$ cat src/rtl/tcp_flow_out_of_sequence_counter_defines.svh
// assertion macros for the flow counter file
`ifndef TCP_FLOW_OUT_OF_SEQUENCE_COUNTER_DEFINES_SVH
`define TCP_FLOW_OUT_OF_SEQUENCE_COUNTER_DEFINES_SVH

// same-cycle implication, checked on every clock edge outside reset
`define TFOSC_ASSERT_NOW(lbl, ante, cons, msg) \
   lbl: assert property (@(posedge clock) disable iff (reset) (ante) |-> (cons)) \
      else $error(msg);

// next-cycle implication
`define TFOSC_ASSERT_NEXT(lbl, ante, cons, msg) \
   lbl: assert property (@(posedge clock) disable iff (reset) (ante) |=> (cons)) \
      else $error(msg);

`endif

$ cat src/rtl/tfosc_ram.sv
module tfosc_ram #(
   parameter int W = 8,
   parameter int D = 16,
   localparam int AW = (D > 1) ? $clog2(D) : 1
) (
   input  logic          clock,
   input  logic          wr_en,
   input  logic [AW-1:0] wr_addr,
   input  logic [W-1:0]  wr_data,
   input  logic          rd_en,
   input  logic [AW-1:0] rd_addr,
   output logic [W-1:0]  rd_data
);

   logic [W-1:0] mem [D];

   // one write port, one registered read port
   always_ff @(posedge clock) begin
      if (wr_en) begin
         mem[wr_addr] <= wr_data;
      end
      if (rd_en) begin
         rd_data <= mem[rd_addr];
      end
   end

endmodule

$ cat config.mk
export PLATFORM = sky130hd
export DESIGN_NAME = tfosc_ram
export DESIGN_NICKNAME = d
export VERILOG_FILES = /design/src/rtl/tcp_flow_out_of_sequence_counter_defines.svh /design/src/rtl/tfosc_ram.sv
export SDC_FILE = /design/constraint.sdc
export NUM_CORES = 1
export LEC_CHECK = 0
export ABC_AREA = 1
export BUFFER_PORTS_ARGS = -buffer_cell sky130_fd_sc_hd__buf_2
export CORE_UTILIZATION = 63
export CTS_BUF_LIST = sky130_fd_sc_hd__clkbuf_4 sky130_fd_sc_hd__clkbuf_8
export DETAILED_ROUTE_END_ITERATION = 10
export PLACE_DENSITY = 0.81
export RECOVER_POWER = 100
export SLEW_MARGIN = 10
export SYNTH_ARGS = -nofsm -noshare
export SYNTH_HDL_FRONTEND = slang
export SYNTH_SLANG_ARGS = --single-unit
$ cat constraint.sdc
create_clock -name clock -period 1.47 [get_ports clock]
set_clock_uncertainty 0.2 [all_clocks]
set_input_delay 0.0735 -clock clock [delete_from_list [all_inputs] [get_ports clock]]
set_output_delay 0.0735 -clock clock [all_outputs]
set_load 0.01 [all_outputs]
==> run metrics <==
fmax 0.7203 GHz; largest net degree at the start of global routing 42; Yosys top cell area share 0.6985; YS warnings 0; Initial Util 0.6608; crit path launch type input pin; IR drop worst, VDD 769.3 µV; Final Setup Violations 0; Initial DRT Pass Iterations 8; synthesized area per cell 10.61 µm²; worst slew pin tran 0.9322 ns; nets 629; post-synth top area cell edfxtp_1; Fill cells 590; cts repair resizes 0; worst skew pair latency 0.44 ns; initial antenna violation count 0; layout cell share with drive strength beyond 1 0.08668; Mapped Cells 551; most frequent cells after synthesis nand2_1, edfxtp_1, inv_1, nand3_1, nor2_1; sequential area share after synthesis 0.6985; Die Ht 98.34 µm; DRC Markers 3; Area contributors post-synth edfxtp_1, nand2_1, nand3_1; syn nets 570; Area growth syn-to-layout 12.97%; row count 34; P per Cell Area 1233 nW/µm²; cell with the most instances after synthesis nand2_1; critical path data required time 1.38 ns; max_slew headroom 0.3785; Main synth FF type edfxtp_1; CP Capture Type flop; CP Data Arrival Time 1.30 ns; Post-DRT Antenna Nets 0; DR iter-0 viols 622; MaxCap Viol Count 0; Worst Hold Class input pin to flop; Clock transition at path regs 0.08 ns; leakage 0.002805 µW; Tcrit/Tclk final 0.9444; ys async rst share 0; Post-synth EDFFs 136; WP buf/inv 2; Hold Fails Final Rpt 0; CP Cell Sequence dlygate4sd3_1 -> clkbuf_1; Crit path largest cell delay 0.70 ns; H-tree levels 4; status finished with violations; CP delay by family, top buffers and inverters; RSZ-0062 raised after global routing false; Routed WL per cell 19.25 µm; CP max FO 16; clock sinks 136; Distinct cells, synth 11; vias per inst 5.748; die footprint 9670 µm²; Core Footprint 8848 µm²; Yosys reg bits 136; Setup TNS Final 0 ns; io pins 27; fin. max-slew vios 0; Crit Path Class input pin to flop; DRT Wirelength 14070 µm; synthesized cell area 5847 µm²; diodes inserted 0; CTS tree yes; PortBufs 26; failing checks design-rule violations; TritonCTS buffer count 17; Die W 98.34 µm; GP Congestion 0.8314; via count 4202; first-pass GRT wire length 22180 µm; Final Critical Period 1.388 ns; worst hold-check slack 0.04043 ns; Max clock buf depth 2; vias in the first global route 4211; slowest CP cell clkbuf_1; Clock Root Buffer clkbuf_8; GRT Util Overall 0.3188; DP HPWL 8136 µm; global route overflow 0
-- stage by stage --
stage / utilization / worst slack (ns) / std cells / instance area, µm² / power (µW)
after global routing: 0.7465 / 0.03026 / 731 / 6605 / 8344
final: 0.7465 / 0.08176 / 731 / 6605 / 8145
after floorplan: - / 0.2457 / 551 / 5847 / 4785
after CTS: 0.7561 / 0.1180 / 731 / 6690 / 8140
after detailed placement: 0.6985 / -0.01747 / 689 / 6181 / 5010
after global placement: 0.6985 / 0.01873 / 689 / 6181 / 4993
-- power breakdown --
group	internal, µW	leakage [µW]	switching [µW]
sequential	4360	0.00124	25.8
combinational	168	0.00137	401
clock	1680	0.000199	1510
total	6210	0.00281	1930
-- placed cells by master (no fill, tap or decap), types with 3 or more instances in the layout --
master | netlist | layout
nor2_1 | 17 | 17
inv_1 | 100 | 100
clkbuf_8 | 0 | 17
buf_4 | 4 | 9
clkinvlp_4 | 0 | 4
edfxtp_1 | 136 | 136
clkbuf_1 | 0 | 34
clkinv_2 | 0 | 4
bufinv_16 | 0 | 3
inv_6 | 0 | 3
dlygate4sd3_1 | 0 | 10
nand3_1 | 97 | 97
buf_2 | 13 | 7
nand2_1 | 173 | 173
-- kinds of logic after synthesis --
kind of cell | share of synthesized area
buffers and inverters | 0.09394
flip-flops | 0.6985
AND/OR/NAND/NOR | 0.2076
-- registers in the layout, indices dropped and copies added, names as in the netlist --
signal   flops
mem        128
rd_data      8
-- path summary, 6_finish.rpt --
path	start	to	slack, ns	depth (start not counted)
setup / recovery	wr_data[6]	mem[4][6]	0.08	2
hold / removal	rd_addr[2]	rd_data[1]	0.04	6
setup reg to reg	mem[15][4]	rd_data[4]	0.11	6
hold reg to reg	mem[12][5]	rd_data[5]	0.55	6
-- layout make-up --
type | count | area [µm²] | area share
Sequential cell | 136 | 4084 | 0.6183
Multi-Input combinational cell | 289 | 1214 | 0.1837
Inverter | 102 | 382.9 | 0.05797
Timing Repair Buffer | 64 | 380.4 | 0.05759
Clock buffer | 17 | 234.0 | 0.03542
Clock inverter | 15 | 175.2 | 0.02652
Tap cell | 108 | 135.1 | 0.02046
-- layer usage --
layer | wire length (µm) | track usage | up-vias
li1 | - | - | 1896
met1 | 5319 | 0.4133 | 1948
met2 | 6661 | 0.4989 | 304
met3 | 1516 | 0.07874 | 54
met4 | 572 | 0.1780 | 0
met5 | 0 | 0 | -
-- repair_timing --
item	in CTS	in global routing
buffers inserted	0	0
hold buffers	10	0
hold endpoints to repair	144	0
No activity file was read; power rests on OpenSTA's default activity.
